File: config.mk
export PLATFORM = sky130hd
export DESIGN_NAME = i2c_slave_byte_sequencer_core
export DESIGN_NICKNAME = d
export VERILOG_FILES = /design/src/design/i2cs_pkg.sv /design/src/design/i2c_slave_byte_sequencer_core.sv /design/src/design/i2cs_txbuf.sv /design/src/design/i2cs_seq.sv
export SDC_FILE = /design/constraint.sdc
export NUM_CORES = 1
export LEC_CHECK = 0
export BUFFER_PORTS_ARGS = -buffer_cell sky130_fd_sc_hd__buf_2
export CAP_MARGIN = 25
export CORE_MARGIN = 2
export CORE_UTILIZATION = 50
export DETAILED_ROUTE_END_ITERATION = 7
export GPL_ROUTABILITY_DRIVEN = 0
export HOLD_SLACK_MARGIN = 0.1
export PLACE_DENSITY = 0.65
export SYNTH_ARGS = -nofsm -noshare
export SYNTH_HDL_FRONTEND = slang
export SYNTH_SLANG_ARGS = --single-unit
File: constraint.sdc
create_clock -name clock -period 6.06 [get_ports clock]
set_input_delay 0.606 -clock clock [delete_from_list [all_inputs] [get_ports clock]]
set_output_delay 0.606 -clock clock [all_outputs]
set_load 0.02 [all_outputs]
File: src/design/i2cs_pkg.sv
// Shared types and constants for the I2C slave byte sequencer.
// No dependencies; used by i2cs_seq and the top level.
`timescale 1ns / 1ps
`default_nettype none

package i2cs_pkg;

   // Buffer depth default and field widths
   localparam int TX_DEPTH_DEFAULT = 16;
   localparam int LEN_W            = 5;
   localparam int CSR_IDX_W        = 2;

   // Event codes on req_func
   localparam logic [1:0] FUNC_START = 2'd0;
   localparam logic [1:0] FUNC_SHIFT = 2'd1;
   localparam logic [1:0] FUNC_TICK  = 2'd2;
   localparam logic [1:0] FUNC_LOAD  = 2'd3;

   // Register indexes on the csr port
   localparam logic [CSR_IDX_W-1:0] REG_OWN_ADDRESS = 2'd0;
   localparam logic [CSR_IDX_W-1:0] REG_TIMEOUT_TOP = 2'd1;

   // Shift window codes
   localparam logic [7:0] ACK_BYTE     = 8'h00;
   localparam logic [7:0] NACK_BYTE    = 8'hFF;
   localparam logic [7:0] GENERAL_CALL = 8'h00;
   localparam logic [3:0] BITS_NONE    = 4'd0;
   localparam logic [3:0] BITS_ACK     = 4'd1;
   localparam logic [3:0] BITS_DATA    = 4'd8;
   localparam logic [7:0] TIMEOUT_RESET = 8'd100;

   // One result beat; shift_value comes from the buffer read when from_mem is set
   typedef struct packed {
      logic [2:0] bus_phase;
      logic       sda_drive;
      logic [7:0] shift_value;
      logic [3:0] shift_bits;
      logic       from_mem;
      logic       rx_valid;
      logic [7:0] rx_byte;
      logic [7:0] rx_index;
      logic       addressed_read;
      logic       timed_out;
   } result_type;

endpackage

`default_nettype wire

File: src/design/i2c_slave_byte_sequencer_core.sv
// I2C slave byte sequencer, top level: sequencer, transmit buffer, result register.
// Depends on i2cs_pkg, i2cs_seq and i2cs_txbuf.
//
// Usage: each req beat is one bus event (start, shift window done, timeout
// tick, transmit byte load). Each event yields exactly one rsp beat giving the
// next shift window (drive, value, bit count) plus receive, read-addressing
// and timeout pulses. Beats move on valid high and stall low.
// The result of a beat is registered: taken at an edge, it is on rsp from that
// edge onward. Throughput is one event per cycle while no result waits on a
// stalled rsp; the transmit buffer is read in the same cycle the data window
// is chosen, its registered read data feeding rsp_shift_value directly.
// When rsp is stalled with a result waiting, req_stall rises and no event is
// taken; otherwise a new event is taken while the old result leaves.
// The csr port (ready always high) writes own_address (index 0) and
// timeout_top (index 1); write only while no event is in flight.
// Reset (synchronous, active high) puts the sequencer in the address phase
// with counters cleared, timeout_top at 100 and no result pending. The buffer
// has no reset; its slots hold data only once loaded.
`timescale 1ns / 1ps
`default_nettype none

module i2c_slave_byte_sequencer_core #(
   parameter int TX_DEPTH = i2cs_pkg::TX_DEPTH_DEFAULT
) (
   input  wire logic                           clock,
   input  wire logic                           reset,
   input  wire logic                           req_valid,
   output logic                                req_stall,
   input  wire logic [1:0]                     req_func,
   input  wire logic [7:0]                     req_shift_data,
   input  wire logic                           req_reject,
   input  wire logic [7:0]                     req_tx_byte,
   input  wire logic [3:0]                     req_tx_index,
   input  wire logic [i2cs_pkg::LEN_W-1:0]     req_tx_count,
   output logic                                rsp_valid,
   input  wire logic                           rsp_stall,
   output logic      [2:0]                     rsp_bus_phase,
   output logic                                rsp_sda_drive,
   output logic      [7:0]                     rsp_shift_value,
   output logic      [3:0]                     rsp_shift_bits,
   output logic                                rsp_rx_valid,
   output logic      [7:0]                     rsp_rx_byte,
   output logic      [7:0]                     rsp_rx_index,
   output logic                                rsp_addressed_read,
   output logic                                rsp_timed_out,
   input  wire logic                           csr_valid,
   output logic                                csr_ready,
   input  wire logic [i2cs_pkg::CSR_IDX_W-1:0] csr_index,
   input  wire logic [7:0]                     csr_wdata
);

   localparam int ADDR_W = (TX_DEPTH > 1) ? $clog2(TX_DEPTH) : 1;

   logic                 req_accept;
   logic                 mem_we;
   logic [ADDR_W-1:0]    mem_waddr;
   logic [7:0]           mem_wdata;
   logic                 mem_re;
   logic [ADDR_W-1:0]    mem_raddr;
   logic [7:0]           mem_rdata;
   i2cs_pkg::result_type result;
   i2cs_pkg::result_type rsp_ff;
   logic                 rsp_valid_ff, rsp_valid_in;

   // Stall input only while a result waits on a stalled receiver
   assign req_stall  = rsp_valid_ff && rsp_stall;
   assign req_accept = req_valid && !req_stall;
   assign csr_ready  = 1'b1;

   i2cs_seq #(
      .TX_DEPTH (TX_DEPTH),
      .ADDR_W   (ADDR_W)
   ) u_seq (
      .clock      (clock),
      .reset      (reset),
      .step       (req_accept),
      .func       (req_func),
      .shift_data (req_shift_data),
      .reject     (req_reject),
      .tx_byte    (req_tx_byte),
      .tx_index   (req_tx_index),
      .tx_count   (req_tx_count),
      .csr_we     (csr_valid && csr_ready),
      .csr_index  (csr_index),
      .csr_wdata  (csr_wdata),
      .mem_we     (mem_we),
      .mem_waddr  (mem_waddr),
      .mem_wdata  (mem_wdata),
      .mem_re     (mem_re),
      .mem_raddr  (mem_raddr),
      .result     (result)
   );

   i2cs_txbuf #(
      .DEPTH  (TX_DEPTH),
      .ADDR_W (ADDR_W)
   ) u_txbuf (
      .clock   (clock),
      .wr_en   (mem_we),
      .wr_addr (mem_waddr),
      .wr_data (mem_wdata),
      .rd_en   (mem_re),
      .rd_addr (mem_raddr),
      .rd_data (mem_rdata)
   );

   // Result register: load on accept, hold while stalled, drop when taken
   always_comb begin
      if (req_accept) begin
         rsp_valid_in = 1'b1;
      end else if (rsp_stall) begin
         rsp_valid_in = rsp_valid_ff;
      end else begin
         rsp_valid_in = 1'b0;
      end
   end

   always_ff @(posedge clock) begin
      if (reset) begin
         rsp_valid_ff <= 1'b0;
      end else begin
         rsp_valid_ff <= rsp_valid_in;
      end
   end

   always_ff @(posedge clock) begin
      if (req_accept) begin
         rsp_ff <= result;
      end
   end

   // Data windows take the byte straight from the buffer read register
   assign rsp_valid          = rsp_valid_ff;
   assign rsp_bus_phase      = rsp_ff.bus_phase;
   assign rsp_sda_drive      = rsp_ff.sda_drive;
   assign rsp_shift_value    = rsp_ff.from_mem ? mem_rdata : rsp_ff.shift_value;
   assign rsp_shift_bits     = rsp_ff.shift_bits;
   assign rsp_rx_valid       = rsp_ff.rx_valid;
   assign rsp_rx_byte        = rsp_ff.rx_byte;
   assign rsp_rx_index       = rsp_ff.rx_index;
   assign rsp_addressed_read = rsp_ff.addressed_read;
   assign rsp_timed_out      = rsp_ff.timed_out;

`ifndef SYNTHESIS
   a_mem_window_is_data: assert property (@(posedge clock) disable iff (reset)
      rsp_valid && rsp_ff.from_mem |-> rsp_sda_drive && rsp_shift_bits == i2cs_pkg::BITS_DATA)
      else $error("buffer byte selected outside a driven data window");
`endif

endmodule

`default_nettype wire

File: src/design/i2cs_txbuf.sv
// Transmit byte buffer: one write port, one read port, registered read data.
// No package dependencies.
`timescale 1ns / 1ps
`default_nettype none

module i2cs_txbuf #(
   parameter int DEPTH  = 16,
   parameter int ADDR_W = 4
) (
   input  wire logic              clock,
   input  wire logic              wr_en,
   input  wire logic [ADDR_W-1:0] wr_addr,
   input  wire logic [7:0]        wr_data,
   input  wire logic              rd_en,
   input  wire logic [ADDR_W-1:0] rd_addr,
   output logic      [7:0]        rd_data
);

   logic [7:0] buf_mem [DEPTH];
   logic [7:0] rd_data_ff;

   // Write on load; read into the output register when a data window is chosen
   always_ff @(posedge clock) begin
      if (wr_en) begin
         buf_mem[wr_addr] <= wr_data;
      end
      if (rd_en) begin
         rd_data_ff <= buf_mem[rd_addr];
      end
   end

   assign rd_data = rd_data_ff;

endmodule

`default_nettype wire

File: src/design/i2cs_seq.sv
// Bus phase sequencer: phase, counters, staged length, window and config registers.
// Depends on i2cs_pkg; drives the transmit buffer ports.
`timescale 1ns / 1ps
`default_nettype none

module i2cs_seq #(
   parameter int TX_DEPTH = i2cs_pkg::TX_DEPTH_DEFAULT,
   parameter int ADDR_W   = 4
) (
   input  wire logic                           clock,
   input  wire logic                           reset,
   input  wire logic                           step,
   input  wire logic [1:0]                     func,
   input  wire logic [7:0]                     shift_data,
   input  wire logic                           reject,
   input  wire logic [7:0]                     tx_byte,
   input  wire logic [3:0]                     tx_index,
   input  wire logic [i2cs_pkg::LEN_W-1:0]     tx_count,
   input  wire logic                           csr_we,
   input  wire logic [i2cs_pkg::CSR_IDX_W-1:0] csr_index,
   input  wire logic [7:0]                     csr_wdata,
   output logic                                mem_we,
   output logic      [ADDR_W-1:0]              mem_waddr,
   output logic      [7:0]                     mem_wdata,
   output logic                                mem_re,
   output logic      [ADDR_W-1:0]              mem_raddr,
   output i2cs_pkg::result_type                result
);

   typedef enum logic [2:0] {
      PH_IDLE   = 3'd0,
      PH_ADDR   = 3'd1,
      PH_CHKACK = 3'd2,
      PH_SEND   = 3'd3,
      PH_GETACK = 3'd4,
      PH_REQ    = 3'd5,
      PH_GET    = 3'd6,
      PH_ABORT  = 3'd7
   } phase_type;

   phase_type                   phase_ff, phase_in;
   logic [7:0]                  ticks_ff, ticks_in;
   logic [7:0]                  rx_pos_ff, rx_pos_in;
   logic [i2cs_pkg::LEN_W-1:0]  tx_pos_ff, tx_pos_in;
   logic [i2cs_pkg::LEN_W-1:0]  tx_len_ff, tx_len_in;
   logic [i2cs_pkg::LEN_W-1:0]  staged_ff, staged_in;
   logic                        win_drive_ff, win_drive_in;
   logic [7:0]                  win_value_ff, win_value_in;
   logic [3:0]                  win_bits_ff, win_bits_in;
   logic                        win_mem_ff, win_mem_in;
   logic [6:0]                  own_addr_ff;
   logic [7:0]                  timeout_top_ff;

   logic       want_send;
   logic       send_ok;
   logic       addr_hit;
   logic       load_we;
   logic       read_req;
   logic [7:0] tick_sum;
   logic       rx_valid;
   logic       addressed_read;
   logic       timed_out;

   // Next state for one event
   always_comb begin
      phase_in       = phase_ff;
      ticks_in       = ticks_ff;
      rx_pos_in      = rx_pos_ff;
      tx_pos_in      = tx_pos_ff;
      tx_len_in      = tx_len_ff;
      staged_in      = staged_ff;
      win_drive_in   = win_drive_ff;
      win_value_in   = win_value_ff;
      win_bits_in    = win_bits_ff;
      win_mem_in     = win_mem_ff;
      want_send      = 1'b0;
      load_we        = 1'b0;
      read_req       = 1'b0;
      rx_valid       = 1'b0;
      addressed_read = 1'b0;
      timed_out      = 1'b0;
      tick_sum       = ticks_ff + 8'd1;
      send_ok        = (tx_pos_ff < tx_len_ff) && (32'(tx_pos_ff) < TX_DEPTH);
      addr_hit       = (shift_data == i2cs_pkg::GENERAL_CALL)
                       || (shift_data[7:1] == own_addr_ff);

      unique case (func)
         i2cs_pkg::FUNC_START: begin
            ticks_in     = '0;
            phase_in     = PH_ADDR;
            win_drive_in = 1'b0;
            win_value_in = '0;
            win_bits_in  = i2cs_pkg::BITS_DATA;
            win_mem_in   = 1'b0;
         end
         i2cs_pkg::FUNC_SHIFT: begin
            ticks_in = '0;
            unique case (phase_ff)
               PH_ADDR: begin
                  if (addr_hit) begin
                     if (shift_data[0]) begin
                        phase_in       = PH_SEND;
                        tx_pos_in      = '0;
                        tx_len_in      = staged_ff;
                        addressed_read = 1'b1;
                     end else begin
                        phase_in  = PH_REQ;
                        rx_pos_in = '0;
                     end
                     win_drive_in = 1'b1;
                     win_value_in = i2cs_pkg::ACK_BYTE;
                     win_bits_in  = i2cs_pkg::BITS_ACK;
                     win_mem_in   = 1'b0;
                  end else begin
                     phase_in     = PH_IDLE;
                     win_drive_in = 1'b0;
                     win_value_in = '0;
                     win_bits_in  = i2cs_pkg::BITS_NONE;
                     win_mem_in   = 1'b0;
                  end
               end
               PH_CHKACK: begin
                  if (shift_data != i2cs_pkg::ACK_BYTE) begin
                     phase_in     = PH_IDLE;
                     win_drive_in = 1'b0;
                     win_value_in = '0;
                     win_bits_in  = i2cs_pkg::BITS_NONE;
                     win_mem_in   = 1'b0;
                  end else begin
                     want_send = 1'b1;
                  end
               end
               PH_SEND: begin
                  want_send = 1'b1;
               end
               PH_GETACK: begin
                  phase_in     = PH_CHKACK;
                  win_drive_in = 1'b0;
                  win_value_in = '0;
                  win_bits_in  = i2cs_pkg::BITS_ACK;
                  win_mem_in   = 1'b0;
               end
               PH_REQ: begin
                  phase_in     = PH_GET;
                  win_drive_in = 1'b0;
                  win_value_in = '0;
                  win_bits_in  = i2cs_pkg::BITS_DATA;
                  win_mem_in   = 1'b0;
               end
               PH_GET: begin
                  rx_valid     = 1'b1;
                  rx_pos_in    = rx_pos_ff + 8'd1;
                  win_drive_in = 1'b1;
                  win_bits_in  = i2cs_pkg::BITS_ACK;
                  win_mem_in   = 1'b0;
                  if (reject) begin
                     phase_in     = PH_ABORT;
                     win_value_in = i2cs_pkg::NACK_BYTE;
                  end else begin
                     phase_in     = PH_REQ;
                     win_value_in = i2cs_pkg::ACK_BYTE;
                  end
               end
               PH_ABORT: begin
                  phase_in     = PH_IDLE;
                  win_drive_in = 1'b0;
                  win_value_in = '0;
                  win_bits_in  = i2cs_pkg::BITS_NONE;
                  win_mem_in   = 1'b0;
               end
               default: begin
                  // idle: hold the window
               end
            endcase
         end
         i2cs_pkg::FUNC_TICK: begin
            if (phase_ff != PH_IDLE) begin
               ticks_in = tick_sum;
               if (tick_sum > timeout_top_ff) begin
                  phase_in     = PH_IDLE;
                  win_drive_in = 1'b0;
                  win_value_in = '0;
                  win_bits_in  = i2cs_pkg::BITS_NONE;
                  win_mem_in   = 1'b0;
                  timed_out    = 1'b1;
               end
            end
         end
         i2cs_pkg::FUNC_LOAD: begin
            load_we = (32'(tx_index) < TX_DEPTH);
            if (32'(tx_count) > TX_DEPTH) begin
               staged_in = i2cs_pkg::LEN_W'(TX_DEPTH);
            end else begin
               staged_in = tx_count;
            end
         end
         default: begin
         end
      endcase

      // Send the next staged byte from the buffer, or drop to idle
      if (want_send) begin
         if (send_ok) begin
            read_req     = 1'b1;
            tx_pos_in    = tx_pos_ff + 1'b1;
            phase_in     = PH_GETACK;
            win_drive_in = 1'b1;
            win_value_in = '0;
            win_bits_in  = i2cs_pkg::BITS_DATA;
            win_mem_in   = 1'b1;
         end else begin
            phase_in     = PH_IDLE;
            win_drive_in = 1'b0;
            win_value_in = '0;
            win_bits_in  = i2cs_pkg::BITS_NONE;
            win_mem_in   = 1'b0;
         end
      end
   end

   // Buffer port requests
   assign mem_we    = step && load_we;
   assign mem_waddr = ADDR_W'(tx_index);
   assign mem_wdata = tx_byte;
   assign mem_re    = step && read_req;
   assign mem_raddr = ADDR_W'(tx_pos_ff);

   // Result of the current event
   always_comb begin
      result.bus_phase      = phase_in;
      result.sda_drive      = win_drive_in;
      result.shift_value    = win_value_in;
      result.shift_bits     = win_bits_in;
      result.from_mem       = win_mem_in;
      result.rx_valid       = rx_valid;
      result.rx_byte        = rx_valid ? shift_data : 8'd0;
      result.rx_index       = rx_valid ? rx_pos_ff : 8'd0;
      result.addressed_read = addressed_read;
      result.timed_out      = timed_out;
   end

   // Hold state; advance on each accepted beat and on csr writes
   always_ff @(posedge clock) begin
      if (reset) begin
         phase_ff       <= PH_ADDR;
         ticks_ff       <= '0;
         rx_pos_ff      <= '0;
         tx_pos_ff      <= '0;
         tx_len_ff      <= '0;
         staged_ff      <= '0;
         win_drive_ff   <= 1'b0;
         win_value_ff   <= '0;
         win_bits_ff    <= i2cs_pkg::BITS_NONE;
         win_mem_ff     <= 1'b0;
         own_addr_ff    <= '0;
         timeout_top_ff <= i2cs_pkg::TIMEOUT_RESET;
      end else begin
         if (step) begin
            phase_ff     <= phase_in;
            rx_pos_ff    <= rx_pos_in;
            tx_pos_ff    <= tx_pos_in;
            tx_len_ff    <= tx_len_in;
            staged_ff    <= staged_in;
            win_drive_ff <= win_drive_in;
            win_value_ff <= win_value_in;
            win_bits_ff  <= win_bits_in;
            win_mem_ff   <= win_mem_in;
         end
         // Clear the tick count on a tick-limit write, else advance with the event
         if (csr_we && (csr_index == i2cs_pkg::REG_TIMEOUT_TOP)) begin
            ticks_ff <= '0;
         end else if (step) begin
            ticks_ff <= ticks_in;
         end
         if (csr_we) begin
            case (csr_index)
               i2cs_pkg::REG_OWN_ADDRESS: begin
                  own_addr_ff <= csr_wdata[6:0];
               end
               i2cs_pkg::REG_TIMEOUT_TOP: begin
                  timeout_top_ff <= csr_wdata;
               end
               default: begin
               end
            endcase
         end
      end
   end

`ifndef SYNTHESIS
   a_tx_pos_in_range: assert property (@(posedge clock) disable iff (reset)
      tx_pos_ff <= tx_len_ff)
      else $error("transmit position ran past the latched length");

   a_rx_acks: assert property (@(posedge clock) disable iff (reset)
      step && result.rx_valid |-> result.sda_drive && result.shift_bits == i2cs_pkg::BITS_ACK)
      else $error("received byte not followed by an ack window");

   a_timeout_idle: assert property (@(posedge clock) disable iff (reset)
      step && result.timed_out |-> result.bus_phase == PH_IDLE && !result.sda_drive)
      else $error("timeout did not release the bus");
`endif

endmodule

`default_nettype wire
==> results.md <==
- Outcome: complete, no violations
- CTS H-tree lvls: 1
- Clock latency on the worst-skew pair: 540 ps
- Port bufs: 79
- Period utilisation layout: between 50 and 60%
- Die X: around 150 um
- Setup TNS: 0 ps
- Min-Delay Path Class: input pin to flip-flop
- Top delay family on crit path: simple AND/OR/NAND/NOR gates
- CTS Sinks: between 200 and 250
- Die span in y: ~150 um
- Antenna fix cells: 0
- Reg2reg start: u_seq.ticks_ff[2]
- Relative slew margins: between 40% and 50%
- Reg clk slew, reported paths: about 60 ps
- DR vias: roughly 6,000
- First-pass GRT wire length: roughly 33,000 um
- Initial antenna violation count: 0
- Data required, critical path: between 6000 and 7000 ps
- Slew @ Worst Pin: between 800 and 900 ps
- Setup bufs post-CTS: 0
- Crit path DAT: about 3500 ps
- Synth Cell Area: between 0.01 and 0.015 mm^2
- Hold path start: csr_wdata[7]
- Site row count: 52
- Setup Skew: roughly 22 ps
- Max_cap viols: 0
- Critical path origin: u_seq.ticks_ff[2]
- Crit path max fanout: 7
- CP max stage cell: dfxtp_1
- DRT Pass-1 Iters: 5
- Largest net degree at the start of global routing: 50
- Hold Buf Count CTS: 0
- WL/cell: approximately 19 um
- All-Layer GR Usage: 19.7%
- Crit. End Element: flip-flop
- Critical Path Max Stage Delay: roughly 400 ps
- Share of synthesized registers carrying an async set or reset: 0%
- Post-Synthesis Cells: 748
- Cell count after placement: around 1,000
- Finished Core Util: between 50 and 60%
- Final Hold Fails: 0
- Synth-to-layout area growth: 13.7%
- Drt drc: 0
- TritonCTS clock tree: built
- Setup-failing EPs final: 0
- Unrepaired setup endpoints after global routing: no
- Clock Tree Root: clkbuf_16
- Initial core utilization: 50.9%
- Seq/Total Area, Yosys: 62.8%
- Total power: 3.64 mW
- Final min period: between 3000 and 4000 ps
- Vias in the first global route: about 6,300
- Dpl hpwl: 14,300 um
- Fin nets: slightly below 900
- Die footprint: between 0.02 and 0.025 mm^2
- Via density: between 5 and 6
- Number of synthesized flops with an enable pin: 172
- Highest ir drop seen on vdd: about 0.00027 V
- Leakage: roughly 4.1 nW
- Yosys cell types: 67
- Post-route ant nets: 0
- Setup slack, reg-to-reg: 3010 ps
- I/O pins: 81
- Crit path kind: flip-flop to flip-flop
- CTS Buf Count: 26
- Crit-path cells: and3_1, and3_1, nand3_1, xnor2_1, ha_1, nand4_1, nor2_1, nor2_1, a22oi_2, o221ai_2, a221oi_1
- Post-CTS sizing: 0
- Cell Count, Final, Fillers Out: around 1,100
- Max Root-Sink Buffers: 3
- FMAX: 327 MHz
- Core area: 0.0202 mm^2
- Max Slew Vio Count: 0
- Synthesized flop and latch total: 236
- Avg Inst Size Synth: around 14 um^2
- Routed WL: 20,800 um
- Yosys Warn Count: 0
- DR iter-0 viols: a little under 400
- Synth Net Count: approximately 810
- Leading register cell type out of synthesis: edfxtp_1
- Power density cells: between 300 and 400 mW/mm^2
- CP bufs+invs: 0
- Crit path launch type: flip-flop
- Total gr overflow: 0
- Layout cell share with drive strength beyond 1: ~24%
synth_stat cells (3+ instances only):
cell type / number / share of area, %
a211oi_1: 4 / 0.29
a21o_1: 3 / 0.22
a21oi_1: 45 / 2.2
a31oi_1: 5 / 0.30
and2_1: 19 / 1.2
and3_1: 6 / 0.37
buf_1: 5 / 0.18
buf_2: 8 / 0.39
buf_4: 24 / 1.8
buf_6: 3 / 0.33
clkbuf_1: 16 / 0.59
dfxtp_1: 64 / 12
edfxtp_1: 172 / 50
ha_1: 15 / 1.8
inv_1: 21 / 0.77
mux2_2: 8 / 0.88
mux2i_1: 14 / 1.4
mux4_2: 40 / 8.8
nand2_1: 44 / 1.6
nand2b_1: 11 / 0.67
nand3_1: 16 / 0.78
nand3b_1: 8 / 0.59
nand4_1: 6 / 0.37
nor2_1: 82 / 3.0
nor2b_1: 4 / 0.24
nor3_1: 8 / 0.39
nor3b_1: 5 / 0.37
o211ai_1: 3 / 0.22
o21a_1: 7 / 0.51
o21ai_0: 15 / 0.73
or3_1: 3 / 0.18
xnor2_1: 10 / 0.85
xor2_1: 10 / 0.85
layout make-up:
type / instances / area [um^2]
repair buffers: 87 / 450
flip-flops and latches: 236 / 6450
clock buffers: 32 / 673
fillers: 1586 / 8500
well taps: 270 / 338
multi-input cells: 435 / 3410
inverters: 21 / 78.8
clock inverters: 16 / 278
layout by cell type (no fill, tap or decap), drive strengths merged, types with 7 or more instances in the layout:
master	instances
mux2i	14
buf	87
o21a	7
inv	21
xnor2	10
ha	15
o21ai	17
nor2	82
nand2b	12
bufinv	7
and2	20
nor3	10
edfxtp	172
nand2	44
clkinv	9
mux2	8
nand3b	8
dfxtp	64
clkbuf	32
a21oi	46
xor2	10
mux4	40
nand3	16
worst min-delay path, stage by stage:
cell	delay (ps)
buf_2	70
mux2i_1	50
nor2_1	70
final timing paths:
kind | endpoint | cells past startpoint
max reg2reg | u_seq.win_mem_ff | 11
min | u_seq.timeout_top_ff[7] | 3
min reg2reg | u_seq.win_bits_ff[2] | 2
max | u_seq.win_mem_ff | 11
flip-flops by register name (all words and copies together) (netlist names), 7 cells and up:
register              cells
rsp_ff                    9
u_seq.win_value_ff        8
rsp_rx_index              8
u_seq.timeout_top_ff      8
u_seq.rx_pos_ff           8
rsp_rx_byte               8
u_seq.own_addr_ff         7
u_txbuf.buf_mem         128
u_seq.ticks_ff            8
u_txbuf.rd_data           8
metal layers:
metal	global-route usage (%)	wire length, um
met1	24.2	8260
met2	36.5	11000
met3	2.80	1160
met4	5.14	383
met5	0	0
report_power, final:
part / leakage [nW] / switching, mW / internal, mW
Clock: 0.464 / 0.627 / 1.09
Combinational: 1.50 / 0.108 / 0.0502
Sequential: 2.10 / 0.0130 / 1.75
metrics by stage:
stage	instance area [um^2]	worst slack (ps)	hold slack [ps]
finish	11700	3010	313
global placement	10700	3080	434
global route	11700	2730	314
detailed placement	10700	2940	439
floorplan	10300	3330	423
CTS	11700	2990	301
cells by family (layout without fill, tap and decap cells):
family,count (synthesis),in the layout,share of synthesized area (%)
flip-flops,236,236,62.8
buffers and inverters,77,156,4.01
AND/OR/NAND/NOR,227,227,11.4
other,1,1,0.0365
AO/OA/AOI/OAI,110,110,7.23
adder cells (fa/ha/maj),15,15,1.83
XOR/XNOR,20,20,1.71
multiplexers,62,62,11.0
No activity file was read; power rests on OpenSTA's default activity.
